===== src/tpcp_queue.sv =====
// tpcp_queue: small first-word-fall-through queue built from flops.
// Overflow is prevented by the credit counters of the instantiating module.
// No dependencies.
module tpcp_queue #(
  parameter int WIDTH = 8,
  parameter int AW    = 3
) (
  input  logic             clk,
  input  logic             rst_n,
  input  logic             push,
  input  logic [WIDTH-1:0] wdata,
  input  logic             pop,
  output logic [WIDTH-1:0] rdata,
  output logic             empty
);

  logic [WIDTH-1:0] mem_r [1 << AW];
  logic [AW-1:0]    wr_ptr_r, wr_ptr_nxt;
  logic [AW-1:0]    rd_ptr_r, rd_ptr_nxt;
  logic [AW:0]      count_r, count_nxt;
  logic             do_pop;

  assign empty  = (count_r == '0);
  assign do_pop = pop && !empty;
  assign rdata  = mem_r[rd_ptr_r];

  always_comb begin
    wr_ptr_nxt = push ? wr_ptr_r + 1'b1 : wr_ptr_r;
    rd_ptr_nxt = do_pop ? rd_ptr_r + 1'b1 : rd_ptr_r;
    count_nxt  = count_r;
    case ({push, do_pop})
      2'b10:   count_nxt = count_r + 1'b1;
      2'b01:   count_nxt = count_r - 1'b1;
      default: count_nxt = count_r;
    endcase
  end

  always_ff @(posedge clk) begin
    if (!rst_n) begin
      wr_ptr_r <= '0;
      rd_ptr_r <= '0;
      count_r  <= '0;
    end else begin
      wr_ptr_r <= wr_ptr_nxt;
      rd_ptr_r <= rd_ptr_nxt;
      count_r  <= count_nxt;
    end
  end

  always_ff @(posedge clk) begin
    if (push) begin
      mem_r[wr_ptr_r] <= wdata;
    end
  end

endmodule


===== config.mk =====
export PLATFORM = sky130hd
export DESIGN_NAME = tpcp_queue
export DESIGN_NICKNAME = d
export VERILOG_FILES = /design/src/tpcp_queue.sv
export SDC_FILE = /design/constraint.sdc
export NUM_CORES = 1
export LEC_CHECK = 0
export ABC_AREA = 1
export BUFFER_PORTS_ARGS = -buffer_cell sky130_fd_sc_hd__buf_4
export CAP_MARGIN = 25
export CORE_UTILIZATION = 55
export DETAILED_ROUTE_END_ITERATION = 7
export MAX_ROUTING_LAYER = met4
export PLACE_DENSITY_LB_ADDON = 0.2
export SETUP_SLACK_MARGIN = 0.02
export SLEW_MARGIN = 5
export SYNTH_ARGS = -nofsm -noshare
export SYNTH_HDL_FRONTEND = slang
export SYNTH_SLANG_ARGS = --single-unit

===== constraint.sdc =====
create_clock -name clk -period 2.1 [get_ports clk]
set_input_delay 0.315 -clock clk [delete_from_list [all_inputs] [get_ports clk]]
set_output_delay 0.315 -clock clk [all_outputs]
set_load 0.005 [all_outputs]

==> results of run 1 <==
[final cells by class]
class	instances	area [sq um]	share of cell area
Sequential cell	77	2180	0.598
Clock inverter	6	111	0.0305
Clock buffer	10	128	0.0350
Timing Repair Buffer	32	240	0.0658
Tap cell	72	90.1	0.0247
Multi-Input combinational cell	165	830	0.227
Inverter	18	67.6	0.0185
[through the flow]
stage          instance area (sq um)  std cells   util  hold slack [ns]
6_report                        3650        380  0.663            0.191
5_1_grt                         3650        380  0.663            0.181
4_1_cts                         3640        380  0.661            0.186
3_5_place_dp                    3400        364  0.618            0.486
3_3_place_gp                    3400        364  0.618            0.473
2_1_floorplan                   3160        269      -            0.414
[worst paths after layout]
check                                    to         from  depth (start not counted)  slack (ns)
worst min-delay path            mem_r[1][3]     wdata[3]                          1        0.19
worst max register to register   count_r[2]   count_r[1]                         13        0.21
worst max-delay path               rdata[3]     register                          8        0.16
worst min register to register  rd_ptr_r[0]  rd_ptr_r[0]                          1        0.50
[kinds of logic after synthesis]
family | count (synthesis)
AO/OA/AOI/OAI | 59
XOR/XNOR | 3
adder cells (fa/ha/maj) | 5
buffers and inverters | 27
flip-flops | 77
multiplexers | 8
AND/OR/NAND/NOR | 90
[registers in the layout (all words and copies together), names as in the netlist, named ones only]
register	count
mem_r	64
rd_ptr_r	3
wr_ptr_r	3
count_r	4
[worst max-delay path, stage by stage (launching register included)]
cell     delay [ns]
dfxtp_1        0.38
buf_4          0.30
nor2_1         0.09
nor2_1         0.10
o21ai_1        0.09
o21ai_1        0.10
nand2_1        0.07
nand2_1        0.07
buf_4          0.10
[layout by cell type (no fill, tap or decap)]
cell type | netlist | routed
edfxtp_1 | 64 | 64
nor2_1 | 43 | 43
nand2_1 | 41 | 41
buf_4 | 1 | 32
o21ai_0 | 26 | 26
inv_1 | 17 | 16
o21ai_1 | 14 | 14
dfxtp_1 | 13 | 13
a21oi_1 | 11 | 10
clkbuf_8 | 0 | 9
mux2i_1 | 8 | 8
o22ai_1 | 8 | 8
ha_1 | 5 | 4
nand3_1 | 3 | 3
bufinv_16 | 0 | 3
inv_2 | 1 | 2
xnor2_1 | 2 | 2
nor2_2 | 1 | 1
nand4_1 | 1 | 1
or2_2 | 1 | 1
a21oi_2 | 0 | 1
xor2_1 | 1 | 1
ha_2 | 0 | 1
clkinvlp_4 | 0 | 1
clkinv_4 | 0 | 1
clkbuf_1 | 0 | 1
clkinv_2 | 0 | 1
[routing by layer]
metal	wire, microns	part of all wire
met3	253	0.043
met1	2410	0.40
met2	3170	0.53
met4	114	0.019
met5	0	0
[timing repair]
action	CTS	global route
setup endpoints to repair	0	1
hold buffers	0	0
resized for setup	0	3
hold endpoints to repair	0	0
[power groups by stage]
stage	Sequential (uW)	Combinational (uW)	Clock, uW
2_1_floorplan	1840	781	0
3_3_place_gp	1840	1050	0
3_5_place_dp	1840	1090	0
4_1_cts	1810	1090	1330
5_1_grt	1820	1230	1390
6_report	1810	1090	1310
==> impl_metrics.yaml, run 1 <==
run_status:
  run_status: "completed"
sta:
  layout_min_cycle_time_ns: 1.94
  finalMaxSlewViolations: 0
  fmax_mhz: 514
  setup_violations: 0
  setup_ws_ns: 0.156
  rsz0062_at_grt: "false"
  slew-limit-headroom: 0.704
  setup_tns_ns: 0
  finalHoldViolations: 0
  skew_ns: 0.00675
  fin_crit_sh: 0.926
  tightestPinTransition_ns: 0.443
logic_synthesis:
  synth_ff_type: "edfxtp_1"
  ys_warn_count: 0
  yosys.area.top_type: "edfxtp_1"
  avgSynthCellArea_sq_um: 11.7
  syn_nets: 286
  synthArstFlopShare: 0
  synth-simple-area-share: 0.110
  synth_compound_area_frac: 0.0966
  synth_top_area_frac: 0.608
  netlist_area_sq_um: 3160
  synth_top_family_by_area: "simple AND/OR/NAND/NOR gates"
  synth_fa_ha_area_frac: 0.0198
  muxShareOfSynthArea: 0.0253
  synthTopCellsByCount: "64 x edfxtp_1, 43 x nor2_1, 41 x nand2_1"
  synth.distinct_cells: 22
  synthXorXnorAreaFrac: 0.00831
  ys_seq_area_frac: 0.690
  syn_inst: 269
  synth_most_common_cell: "edfxtp_1"
  ys_seq_elements: 77
  synth_edf_count: 64
  synth.area.top_cells: "edfxtp_1 61%, dfxtp_1 8.2%, nor2_1 5.1%"
global_route:
  use_met1: 0.257
  grt_pass1_wl_mm: 9.40
  grt_use_total: 0.223
  grt_overflow: 0
  top_usage_layer: "met2"
  met2_usage: 0.369
  grt_max_degree: 33
  antenna_found_initial: 0
  grt_use_met3: 0.0424
  grt_pass1_vias: 1940
detailed_routing:
  drt_iter0_markers: 162
  drc: 0
  wire_per_inst_microns: 15.6
  via_per_inst: 5.30
  num_vias: 2015
  drt_first_pass_iters: 4
  ant_nets: 0
  wl_mm: 5.94
critical_path:
  critPathLaunchType: "register"
  crit_arrival_ns: 1.63
  critPathCaptureType: "primary output"
  path_max_fanout: 21
  required_ns: 1.78
  setup.worst_path.class: "register to primary output"
pwr:
  pwr-share-seq: 0.430
  leakage_uw: 0.00139
  power_switching_uw: 1220
  clkPwrFrac: 0.310
  ir_worst_vdd_mv: 0.896
  p_per_area_nw_per_um2: 1150
  intPower_uw: 3000
  p_sw_frac: 0.289
  power.total_uw: 4210
  combPwrFrac: 0.260
place:
  place_ws_ns: 0.129
  hpwl_mm: 3.69
  portBuffers: 20
  routabilityCongestion: 0.726
clock_tree:
  cts_tree: "done"
  root_buffer: "clkbuf_8"
  insertion_delay_ns: 0.35
  clk_pin_slew_ns: 0.08
  post_cts_buffers: 0
  cts_buffers: 9
  cts_buffer_depth: 2
  ctsHtreeMaxLevel: 3
  cts_sinks: 77
floorplanning:
  die_w_microns: 77.8
  rows: 27
  ios: 21
  die_height_microns: 77.8
  dieArea_sq_um: 6050
  coreArea_sq_um: 5510
  initial_core_util: 0.574
final_layout:
  area_growth_pct: 15.4
  drive_gt1_frac: 0.172
  nFillCells: 409
  fin_nets: 320
  num_antenna_cells: 0
flow_run:
  drv_cap: 0
worst_hold_path:
  min_path_type: "input pin to register"
Power figures use the tool's default switching activity.
==> inputs of run 2 (changes only) <==
==> constraint.sdc (replaced) <==
create_clock -name clk -period 1.8 [get_ports clk]
set_input_delay 0.27 -clock clk [delete_from_list [all_inputs] [get_ports clk]]
set_output_delay 0.27 -clock clk [all_outputs]
set_load 0.005 [all_outputs]
==> impl_metrics.yaml, run 2 (synthesized netlist as in run 1, its figures left out) <==
run_status:
  run_status: "completed"
detailed_routing:
  wire_per_inst_microns: 16.5
  drc: 0
  via_per_inst: 5.38
  num_vias: 2104
  highest_layer: "met4"
  drt_iter0_markers: 89
  drt_first_pass_iters: 5
  wl_mm: 6.46
  ant_nets: 0
  wl_met2_mm: 3.41
  dr_wl_met3_microns: 281
  wl_met1_mm: 2.71
final_layout:
  num_antenna_cells: 0
  layout_commonest_cell: "edfxtp_1"
  fin_nets: 331
  regArea_sq_um: 2190
  largestRegisters: "mem_r x64, count_r x4"
  largest_reg_flops: 64
  fin_util: 0.700
  area_growth_pct: 21.9
  nFillCells: 384
  final_cell_mix: "64 x edfxtp_1, 40 x nand2_1, 39 x nor2_1, 39 x buf_4, 23 x o21ai_0"
  regMostFlops: "mem_r"
  drive_gt1_frac: 0.260
  multi_input_area_sq_um: 882
pwr:
  power.total_uw: 5330
  combPwrFrac: 0.303
  pwr-share-seq: 0.407
  power_switching_uw: 1540
  p_sw_frac: 0.290
  p_per_area_nw_per_um2: 1380
  intPower_uw: 3780
  clkPwrFrac: 0.290
  ir_worst_vdd_mv: 1.15
  leakage_uw: 0.00147
clock_tree:
  cts_buffer_depth: 2
  root_buffer: "clkbuf_8"
  cts_sinks: 77
  clk_pin_slew_ns: 0.07
  ctsHoldBuffers: 0
  cts_tree: "done"
  ctsHtreeMaxLevel: 3
  cts_buffers: 9
  insertion_delay_ns: 0.34
floorplanning:
  die_w_microns: 77.8
  initial_core_util: 0.574
  die_height_microns: 77.8
  ios: 21
  coreArea_sq_um: 5510
  rows: 27
  dieArea_sq_um: 6050
sta:
  slew-limit-headroom: 0.738
  skew_ns: 0.00475
  layout_min_cycle_time_ns: 1.77
  finalMaxSlewViolations: 0
  rsz0062_at_grt: "true"
  finalHoldViolations: 0
  setup_violations: 0
  tightestPinTransition_ns: 0.392
  hold_slack_ns: 0.157
  fmax_mhz: 564
  fin_crit_sh: 0.985
place:
  portBuffers: 20
  routabilityCongestion: 0.792
  hpwl_mm: 3.79
critical_path:
  required_ns: 1.53
  critPathLaunchType: "register"
  reg2reg_from: "count_r[1]"
  rr_worst_depth: 13
  path_max_fanout: 12
  setup.worst_path.class: "register to primary output"
  regToRegSetupSlack_ns: 0.04
  critPathCaptureType: "primary output"
  crit_arrival_ns: 1.50
  r2r-end: "count_r[2]"
worst_hold_path:
  min_path_type: "input pin to register"
  hold_start: "wdata[4]"
  hold_depth: 1
  min_to: "mem_r[5][4]"
global_route:
  grt_overflow: 0
  grt_pass1_vias: 2063
  grt_pass1_wl_mm: 9.86
  grt_use_total: 0.233
  antenna_found_initial: 0
  grt_max_degree: 33
flow_run:
  drv_cap: 0
## run 2: timing repair
action,CTS,global route
pin swaps,1,5
setup endpoints to repair,10,10
cloned,0,1
endpoints found under the hold margin,0,0
resized for setup,8,30
setup buffers,1,5
## run 2: routing by layer
| layer | up-vias | global-route usage |
|---|---|---|
| met2 | 54 | 0.369 |
| met1 | 1018 | 0.282 |
| li1 | 1027 | - |
| met5 | - | - |
| met4 | 0 | 0.123 |
| met3 | 5 | 0.0482 |
## run 2: through the flow
stage | setup TNS [ns] | instances | setup WS [ns] | instance area, sq um
6_report | 0 | 391 | 0.0265 | 3850
3_3_place_gp | 0 | 368 | 0.0795 | 3450
5_1_grt | -0.171 | 391 | -0.0560 | 3850
2_1_floorplan | 0 | 269 | 0.0699 | 3160
4_1_cts | 0 | 385 | 0.0341 | 3710
3_5_place_dp | -0.0281 | 368 | -0.0281 | 3450
## run 2: worst max-delay path by stage
stage / cells after the start / slack [ns] / end
after floorplan: 13 / 0.07 / count_r[2]
after global placement: 13 / 0.08 / count_r[2]
after detailed placement: 13 / -0.03 / count_r[2]
after CTS: 6 / 0.03 / rdata[7]
after global routing: 13 / -0.06 / count_r[2]
final: 6 / 0.03 / rdata[7]
## run 2: layout make-up
class	count	share of cell area
Clock buffer	12	0.0377
Clock inverter	4	0.0247
Inverter	18	0.0188
Multi-Input combinational cell	165	0.229
Sequential cell	77	0.570
Tap cell	72	0.0234
Timing Repair Buffer	43	0.0968
## run 2: critical path, cell delays in order, from the launching register on
cell     delay [ns]
dfxtp_4        0.41
buf_12         0.16
mux2i_2        0.24
o22ai_1        0.10
nand2_1        0.06
nand2_1        0.06
buf_4          0.13
## run 2: power groups by stage
| stage | combinational, uW | clock (uW) | sequential [uW] |
|---|---|---|---|
| after floorplan | 911 | 0 | 2150 |
| after CTS | 1360 | 1570 | 2130 |
| after global routing | 1770 | 1620 | 2180 |
| final | 1610 | 1540 | 2170 |
| after detailed placement | 1320 | 0 | 2150 |
| after global placement | 1280 | 0 | 2150 |
